File: src/sv/pibp_pkg.sv
`timescale 1ns / 1ps
package pibp_pkg;

  localparam int unsigned ENTRIES        = 4096;
  localparam int unsigned PAL_DEPTH      = 256;
  localparam int unsigned ID_BITS        = 16;
  localparam int unsigned WORD_BITS      = 64;
  localparam int unsigned MIN_BITS_RESET = 4;
  localparam int unsigned QDEPTH         = 4;

  localparam int unsigned ENT_W   = $clog2(ENTRIES + 1);
  localparam int unsigned EADDR_W = $clog2(ENTRIES);
  localparam int unsigned PAL_W   = $clog2(PAL_DEPTH + 1);
  localparam int unsigned PADDR_W = $clog2(PAL_DEPTH);
  localparam int unsigned IDX_W   = 8;
  localparam int unsigned BPE_W   = 4;
  localparam int unsigned POS_W   = $clog2(WORD_BITS + 1);
  localparam int unsigned QADDR_W = $clog2(QDEPTH);
  localparam int unsigned QCNT_W  = $clog2(QDEPTH + 1);

  // Indices per word for each bits-per-entry value.
  localparam logic [POS_W-1:0] PER_WORD [16] = '{
    POS_W'(0),       POS_W'(64 / 1),  POS_W'(64 / 2),  POS_W'(64 / 3),
    POS_W'(64 / 4),  POS_W'(64 / 5),  POS_W'(64 / 6),  POS_W'(64 / 7),
    POS_W'(64 / 8),  POS_W'(64 / 9),  POS_W'(64 / 10), POS_W'(64 / 11),
    POS_W'(64 / 12), POS_W'(64 / 13), POS_W'(64 / 14), POS_W'(64 / 15)
  };

  // Packed words per section for each bits-per-entry value.
  localparam logic [ENT_W-1:0] WORD_TOTAL [16] = '{
    ENT_W'(0),
    ENT_W'((ENTRIES + 64 / 1 - 1) / (64 / 1)),
    ENT_W'((ENTRIES + 64 / 2 - 1) / (64 / 2)),
    ENT_W'((ENTRIES + 64 / 3 - 1) / (64 / 3)),
    ENT_W'((ENTRIES + 64 / 4 - 1) / (64 / 4)),
    ENT_W'((ENTRIES + 64 / 5 - 1) / (64 / 5)),
    ENT_W'((ENTRIES + 64 / 6 - 1) / (64 / 6)),
    ENT_W'((ENTRIES + 64 / 7 - 1) / (64 / 7)),
    ENT_W'((ENTRIES + 64 / 8 - 1) / (64 / 8)),
    ENT_W'((ENTRIES + 64 / 9 - 1) / (64 / 9)),
    ENT_W'((ENTRIES + 64 / 10 - 1) / (64 / 10)),
    ENT_W'((ENTRIES + 64 / 11 - 1) / (64 / 11)),
    ENT_W'((ENTRIES + 64 / 12 - 1) / (64 / 12)),
    ENT_W'((ENTRIES + 64 / 13 - 1) / (64 / 13)),
    ENT_W'((ENTRIES + 64 / 14 - 1) / (64 / 14)),
    ENT_W'((ENTRIES + 64 / 15 - 1) / (64 / 15))
  };

  typedef enum logic {
    OP_LOAD  = 1'b0,
    OP_FETCH = 1'b1
  } op_t;

  typedef enum logic [2:0] {
    KIND_BPE    = 3'd0,
    KIND_COUNT  = 3'd1,
    KIND_ID     = 3'd2,
    KIND_WCOUNT = 3'd3,
    KIND_WORD   = 3'd4,
    KIND_NOTRDY = 3'd5
  } kind_t;

  typedef struct packed {
    op_t                op;
    logic [ID_BITS-1:0] id;
  } q_item_t;

  // Greater of the effective minimum and ceil(log2(count)).
  function automatic logic [BPE_W-1:0] bits_per_entry(logic [BPE_W-1:0] mn,
                                                       logic [PAL_W-1:0] cnt);
    logic [BPE_W-1:0] need;
    logic [BPE_W-1:0] lo;
    need = '0;
    lo   = (mn == '0) ? BPE_W'(1) : mn;
    for (int n = 0; n < PAL_W; n++) begin
      if (((PAL_W + 1)'(1) << n) < {1'b0, cnt}) need = need + BPE_W'(1);
    end
    return (need > lo) ? need : lo;
  endfunction

endpackage

File: src/sv/pibp_fifo.sv
`timescale 1ns / 1ps
module pibp_fifo
  import pibp_pkg::*;
(
  input  logic               clk,
  input  logic               rst,
  input  logic               in_valid,
  output logic               in_stall,
  input  logic               func,
  input  logic [ID_BITS-1:0] block_id,
  output logic               q_valid,
  output q_item_t            q_item,
  input  logic               q_pop
);

  q_item_t             mem [QDEPTH];
  logic [QADDR_W-1:0]  wr_ptr;
  logic [QADDR_W-1:0]  rd_ptr;
  logic [QCNT_W-1:0]   count;
  logic                push;
  logic                pop;
  q_item_t             item_in;

  assign in_stall = (count == QCNT_W'(QDEPTH));
  assign push     = in_valid && !in_stall;
  assign q_valid  = (count != '0);
  assign pop      = q_pop && q_valid;
  assign q_item   = mem[rd_ptr];

  always_comb begin
    item_in.op = func ? OP_FETCH : OP_LOAD;
    item_in.id = block_id;
  end

  always_ff @(posedge clk) begin
    if (push) mem[wr_ptr] <= item_in;
  end

  always_ff @(posedge clk) begin
    if (rst) begin
      wr_ptr <= '0;
      rd_ptr <= '0;
      count  <= '0;
    end else begin
      if (push) wr_ptr <= wr_ptr + QADDR_W'(1);
      if (pop) rd_ptr <= rd_ptr + QADDR_W'(1);
      priority if (push && !pop) count <= count + QCNT_W'(1);
      else if (pop && !push) count <= count - QCNT_W'(1);
      else count <= count;
    end
  end

endmodule

File: config.mk
export PLATFORM = sky130hd
export DESIGN_NAME = pibp_fifo
export DESIGN_NICKNAME = d
export VERILOG_FILES = /design/src/sv/pibp_pkg.sv /design/src/sv/pibp_fifo.sv
export SDC_FILE = /design/constraint.sdc
export NUM_CORES = 1
export LEC_CHECK = 0
export BUFFER_PORTS_ARGS = -buffer_cell sky130_fd_sc_hd__buf_2
export CORE_MARGIN = 5
export CORE_UTILIZATION = 30
export DETAILED_ROUTE_END_ITERATION = 10
export PLACE_DENSITY = 0.57
export SLEW_MARGIN = 30
export SYNTH_ARGS = -nofsm -noshare
export SYNTH_HDL_FRONTEND = slang
export SYNTH_SLANG_ARGS = --single-unit
File: constraint.sdc
create_clock -name clk -period 5.8 [get_ports clk]
set_clock_uncertainty 0.1 [all_clocks]
set_input_delay 1.16 -clock clk [delete_from_list [all_inputs] [get_ports clk]]
set_output_delay 1.16 -clock clk [all_outputs]
set_load 0.02 [all_outputs]
==> run summary, run 1 <==
run status = finished clean
Buffers on Ports = 39
CP max stage cell = dfxtp_1
Synth Area in Compound Gates = 1.41%
worst-margin pin slew = 913 ps
commonest non-fill, non-tap cell in the layout = edfxtp_1
All-Layer GR Usage = 9.32%
Buf+Inv Stages, Crit Path = 1
worst endpoint data arrival time = 1840 ps
full die area = 11900 um2
Inserted Clock Buffers = 9
clk buf depth = 2
Crit. End Element = output port
FF-to-FF End = count[2]$_SDFFE_PP0P_
Seq pwr share = 46.1%
Non-Filler Instances = 321
Avg Inst Size Synth = 21.4 um2
synthesized instance count = 137
Die Y = 109 um
layout cells sized above 1 = 41.0%
Slew Viols, Final = 0
Synth Area in XOR/XNOR = 1.19%
Tmin final = 3100 ps
CTS sink count = 77
Seq/Total Area, Yosys = 75.6%
Post-CTS Resized = 0
Power Internal = 1.09 mW
synth warn = 0
initial antenna violation count = 0
startpoint types = flip-flop
delay-heaviest family, CP = flip-flops
Via-to-Cell Ratio = 4.28
vias in the first global route = 1507
total nets after synthesis = 164
Max Cap Violations = 0
sw frac = 29.3%
Comb pwr share = 25.5%
Synth Area in Simple Gates = 3.19%
htree depth = 3
Hold Vio Cnt, Final = 0
pwr/cell area = 441 nW/um2
fin crit share = 53.5%
hold_sp = wr_ptr[1]$_SDFFE_PP0P_
row count = 36
core area = 9680 um2
largest family of logic cells by synthesized area = multiplexers
Worst-path clk slew = 70 ps
routed len/inst = 15.8 um
drt first pass iters = 4
Largest stage delay, worst path = 900 ps
RSZ-0062 raised after global routing = false
routed via count = 1375
RD Place Congestion = 0.716
reg2reg path depth = 8
DRT Wirelength = 5070 um
setup slack, reg-to-reg = 3590 ps
nets = 210
Synth cell types = 22
Placed Cells incl. Taps = 305
Critical R2R Launch = count[0]$_SDFFE_PP0P_
worst endpoint required time = 4540 ps
Detail Placement HPWL = 3270 um
DR iter-0 viols = 54
Peak VDD IR = 0.000160 V
GRT overflow = 0
fmax = 0.322 GHz
relative slew slack = 39.1%
synthesized area = 2940 um2
Fillers = 913
hold path cells = 2
worst skew pair latency = 340 ps
critical path, cell by cell = mux4_2 -> buf_2
Post-CTS Setup Bufs = 0
die width = 109 um
first-pass GRT wire length = 7950 um
ANT nets after route = 0
CP Class = reg -> out
CTS tree = yes
fraction of synthesized area in multiplexers = 13.7%
CP max FO = 17
DRC viols = 0
IO Count = 40
ant diodes = 0
TNS Setup = 0 ps
Initial Util = 30.3%
Post-CTS Hold Fix Bufs = 0
path category of the worst min-delay check = reg -> reg
Root Buffer = clkbuf_8
Lkg Pwr = 1.19 nW
largest net degree at the start of global routing = 18
Sw Pwr = 0.449 mW
adder-cell area share of the yosys netlist = 2.81%
Layout Area Growth over Synthesis = 18.6%
hold slack = 408 ps
most frequent cells in the layout = 68 x edfxtp_1, 39 x buf_2, 17 x mux4_2
hold endpoint = wr_ptr[1]$_SDFFE_PP0P_
synthesized flop and latch total = 77
Final setup viols = 0
clock power share = 28.4%
==> metrics by stage <==
step	area [um2]	setup slack (ps)	total power [mW]	util (%)
floorplan	2940	3070	1.02	-
global placement	3260	2920	1.12	33.7
detailed placement	3260	2880	1.12	33.7
CTS	3480	2630	1.57	36.0
global route	3480	2590	1.62	36.0
finish	3480	2700	1.54	36.0
==> cell type report <==
class | count | area, um2 | share of cell area, %
Multi-Input combinational cell | 51 | 657 | 18.9
Timing Repair Buffer | 40 | 203 | 5.82
Clock buffer | 9 | 124 | 3.55
Clock inverter | 7 | 97.6 | 2.80
Tap cell | 133 | 166 | 4.78
Sequential cell | 77 | 2220 | 63.8
Inverter | 4 | 15.0 | 0.431
==> worst max path at each step <==
| stage | cells after the start | slack (ps) | end | from |
|---|---|---|---|---|
| 2_1_floorplan | 8 | 3070 | count[2]$_SDFFE_PP0P_ | in_valid |
| 3_3_place_gp | 9 | 2920 | count[2]$_SDFFE_PP0P_ | in_valid |
| 3_5_place_dp | 9 | 2880 | count[2]$_SDFFE_PP0P_ | in_valid |
| 4_1_cts | 2 | 2630 | q_item[15] | flip-flop |
| 5_1_grt | 2 | 2590 | q_item[15] | flip-flop |
| 6_report | 2 | 2700 | q_item[13] | flip-flop |
==> routing by layer <==
| metal | wire [um] | part of all wire (%) | track usage (%) |
|---|---|---|---|
| met1 | 2210 | 43 | 11.0 |
| met2 | 2440 | 48 | 14.7 |
| met3 | 327 | 6.5 | 3.97 |
| met4 | 97 | 1.9 | 4.33 |
| met5 | 0 | 0 | 0 |
==> registers in the layout (all words and copies together) (netlist names), named ones only <==
signal and cells:
rd_ptr 2, count 3, wr_ptr 2, mem 68
==> Yosys cell counts <==
cell type / instances / share of area [%]
xor2_1: 4 / 1.2
buf_12: 1 / 0.68
o31ai_2: 1 / 0.43
nor3b_2: 1 / 0.43
o311ai_1: 1 / 0.30
nor2_1: 5 / 0.64
or3_1: 3 / 0.64
buf_2: 2 / 0.34
edfxtp_1: 68 / 70
clkbuf_1: 1 / 0.13
ha_1: 5 / 2.1
a21oi_1: 2 / 0.34
inv_1: 4 / 0.51
mux2i_1: 2 / 0.68
dfxtp_1: 9 / 6.1
and2_1: 4 / 0.85
nand2b_1: 2 / 0.43
buf_6: 1 / 0.38
mux4_2: 17 / 13
nor2_2: 1 / 0.21
fa_1: 1 / 0.68
o21ai_0: 2 / 0.34
==> worst register-to-register path, delay by kind of cell, from the launching register on <==
kind / cells / cell delay, ps
AND/OR/NAND/NOR: 3 / 620
flip-flops: 1 / 490
buffers and inverters: 1 / 60
adder cells (fa/ha/maj): 2 / 580
XOR/XNOR: 1 / 150
AO/OA/AOI/OAI: 1 / 140
==> power groups by stage <==
stage	sequential, mW	clock, mW	combinational [mW]
4_1_cts	0.709	0.453	0.404
3_5_place_dp	0.722	0	0.402
3_3_place_gp	0.720	0	0.399
6_report	0.708	0.437	0.391
2_1_floorplan	0.704	0	0.313
5_1_grt	0.715	0.477	0.431
==> kinds of logic (layout without fill, tap and decap cells) <==
| group | count (synthesis) | after routing |
|---|---|---|
| compound gates | 6 | 6 |
| xor+xnor | 4 | 4 |
| fa+ha+maj | 6 | 6 |
| buf+inv | 9 | 60 |
| flops | 77 | 77 |
| mux | 19 | 19 |
| simple gates | 16 | 16 |
No activity file was read; power rests on OpenSTA's default activity.
==> run 2: changes to the inputs <==
--- a/config.mk
+++ b/config.mk
@@ -9,7 +9,7 @@
 export CORE_MARGIN = 5
 export CORE_UTILIZATION = 30
 export DETAILED_ROUTE_END_ITERATION = 10
-export PLACE_DENSITY = 0.57
+export PLACE_DENSITY = 0.59
 export SLEW_MARGIN = 30
 export SYNTH_ARGS = -nofsm -noshare
 export SYNTH_HDL_FRONTEND = slang
==> constraint.sdc (replaced) <==
create_clock -name clk -period 2.85 [get_ports clk]
set_clock_uncertainty 0.1 [all_clocks]
set_input_delay 0.57 -clock clk [delete_from_list [all_inputs] [get_ports clk]]
set_output_delay 0.57 -clock clk [all_outputs]
set_load 0.02 [all_outputs]
==> run summary, run 2 (synthesis results as in run 1) <==
critical path, cell by cell = buf_4 -> mux4_2 -> buf_2
total power = 3.00 mW
Hold Vio Cnt, Final = 0
Crit. End Element = output port
Top Registers = mem (68), count (3)
IO Count = 40
RSZ-0062 raised after global routing = false
path category of the worst min-delay check = in -> reg
Critical R2R Launch = count[0]$_SDFFE_PP0P_
most flop-heavy register = mem
Inserted Clock Buffers = 9
startpoint types = flip-flop
worst endpoint data arrival time = 1670 ps
CP max FO = 11
All-Layer GR Usage = 9.26%
Detail Placement HPWL = 3260 um
hold_sp = block_id[4]
worst skew pair latency = 340 ps
fin crit share = 82.0%
DR iter-0 viols = 30
Die Y = 109 um
row count = 36
Initial Util = 30.3%
Post-CTS Hold Fix Bufs = 0
CTS tree = yes
first-pass GRT wire length = 7740 um
TNS Setup = 0 ps
Buf+Inv Stages, Crit Path = 2
worst endpoint required time = 2180 ps
setup slack, reg-to-reg = 610 ps
GRT overflow = 0
pwr/cell area = 859 nW/um2
nets = 216
Buffers on Ports = 39
Post-CTS Resized = 0
Post-Place Cell Area = 3310 um2
clk buf depth = 2
layout cells sized above 1 = 42.3%
vias in the first global route = 1506
htree depth = 3
core area = 9680 um2
ANT nets after route = 0
Layout Area Growth over Synthesis = 18.8%
worst-margin pin slew = 280 ps
most frequent cells in the layout = 68 x edfxtp_1, 39 x buf_2, 17 x mux4_2
Worst-path clk slew = 90 ps
Lkg Pwr = 1.21 nW
delay-heaviest family, CP = multiplexers
initial antenna violation count = 0
DRT Wirelength = 4990 um
DRC viols = 0
drt first pass iters = 4
Root Buffer = clkbuf_8
Final setup viols = 0
Tmin final = 2340 ps
Slew Viols, Final = 0
hold endpoint = mem[3][4]$_DFFE_PP_
full die area = 11900 um2
multi-input logic area = 656 um2
routed len/inst = 15.2 um
routed via count = 1369
CTS sink count = 77
ant diodes = 0
commonest non-fill, non-tap cell in the layout = edfxtp_1
Via-to-Cell Ratio = 4.19
fmax = 0.428 GHz
Peak VDD IR = 0.000258 V
die width = 109 um
CP max stage cell = mux4_2
Post-CTS Setup Bufs = 0
CP Class = reg -> out
hold path cells = 1
Largest stage delay, worst path = 550 ps
largest net degree at the start of global routing = 18
relative slew slack = 81.0%
design area = 3490 um2
run status = finished clean
max reg flops = 68
reg2reg path depth = 8
FF-to-FF End = count[2]$_SDFFE_PP0P_
RD Place Congestion = 0.727
Fillers = 915
Max Cap Violations = 0
Reg area = 2220 um2
[run 2: final cells by class]
class                           instances  share of cell area [%]
Sequential cell                        77                    63.7
Multi-Input combinational cell         51                    18.8
Timing Repair Buffer                   46                    7.10
Tap cell                              133                    4.77
Clock buffer                            9                    3.55
Clock inverter                          7                    1.69
Inverter                                4                   0.430
[run 2: through the flow]
step | instances | worst slack (ps) | util, % | hold slack, ps
3_5_place_dp | 311 | 488 | 34.1 | 429
5_1_grt | 327 | 401 | 36.0 | 313
3_3_place_gp | 311 | 547 | 34.1 | 399
2_1_floorplan | 137 | 714 | - | 382
4_1_cts | 327 | 463 | 36.0 | 317
6_report | 327 | 513 | 36.0 | 336
[run 2: worst max-delay path by stage]
stage	startpoint	endpoint	slack (ps)	cells after the start
6_report	flip-flop	q_item[8]	510	3
3_3_place_gp	in_valid	count[2]$_SDFFE_PP0P_	550	9
3_5_place_dp	in_valid	count[2]$_SDFFE_PP0P_	490	9
2_1_floorplan	in_valid	count[2]$_SDFFE_PP0P_	710	8
4_1_cts	flip-flop	q_item[8]	460	3
5_1_grt	flip-flop	q_item[2]	400	3
[run 2: report_power, final]
group | internal, mW | switching (mW)
Sequential | 1.36 | 0.0584
Combinational | 0.371 | 0.465
Clock | 0.329 | 0.412
[run 2: routing by layer]
layer	track usage, %	part of all wire [%]	wire length (um)
met3	2.90	4.7	235
met2	15.2	49	2440
met4	5.14	2.5	125
met5	0	0	0
met1	10.8	44	2190
[run 2: worst reg2reg max path, cell delays in order (launching register included)]
cell	delay [ps]
dfxtp_1	490
nor3b_2	110
nor2_2	220
ha_1	220
inv_1	60
fa_1	370
xor2_1	160
or3_1	300
a21oi_1	150
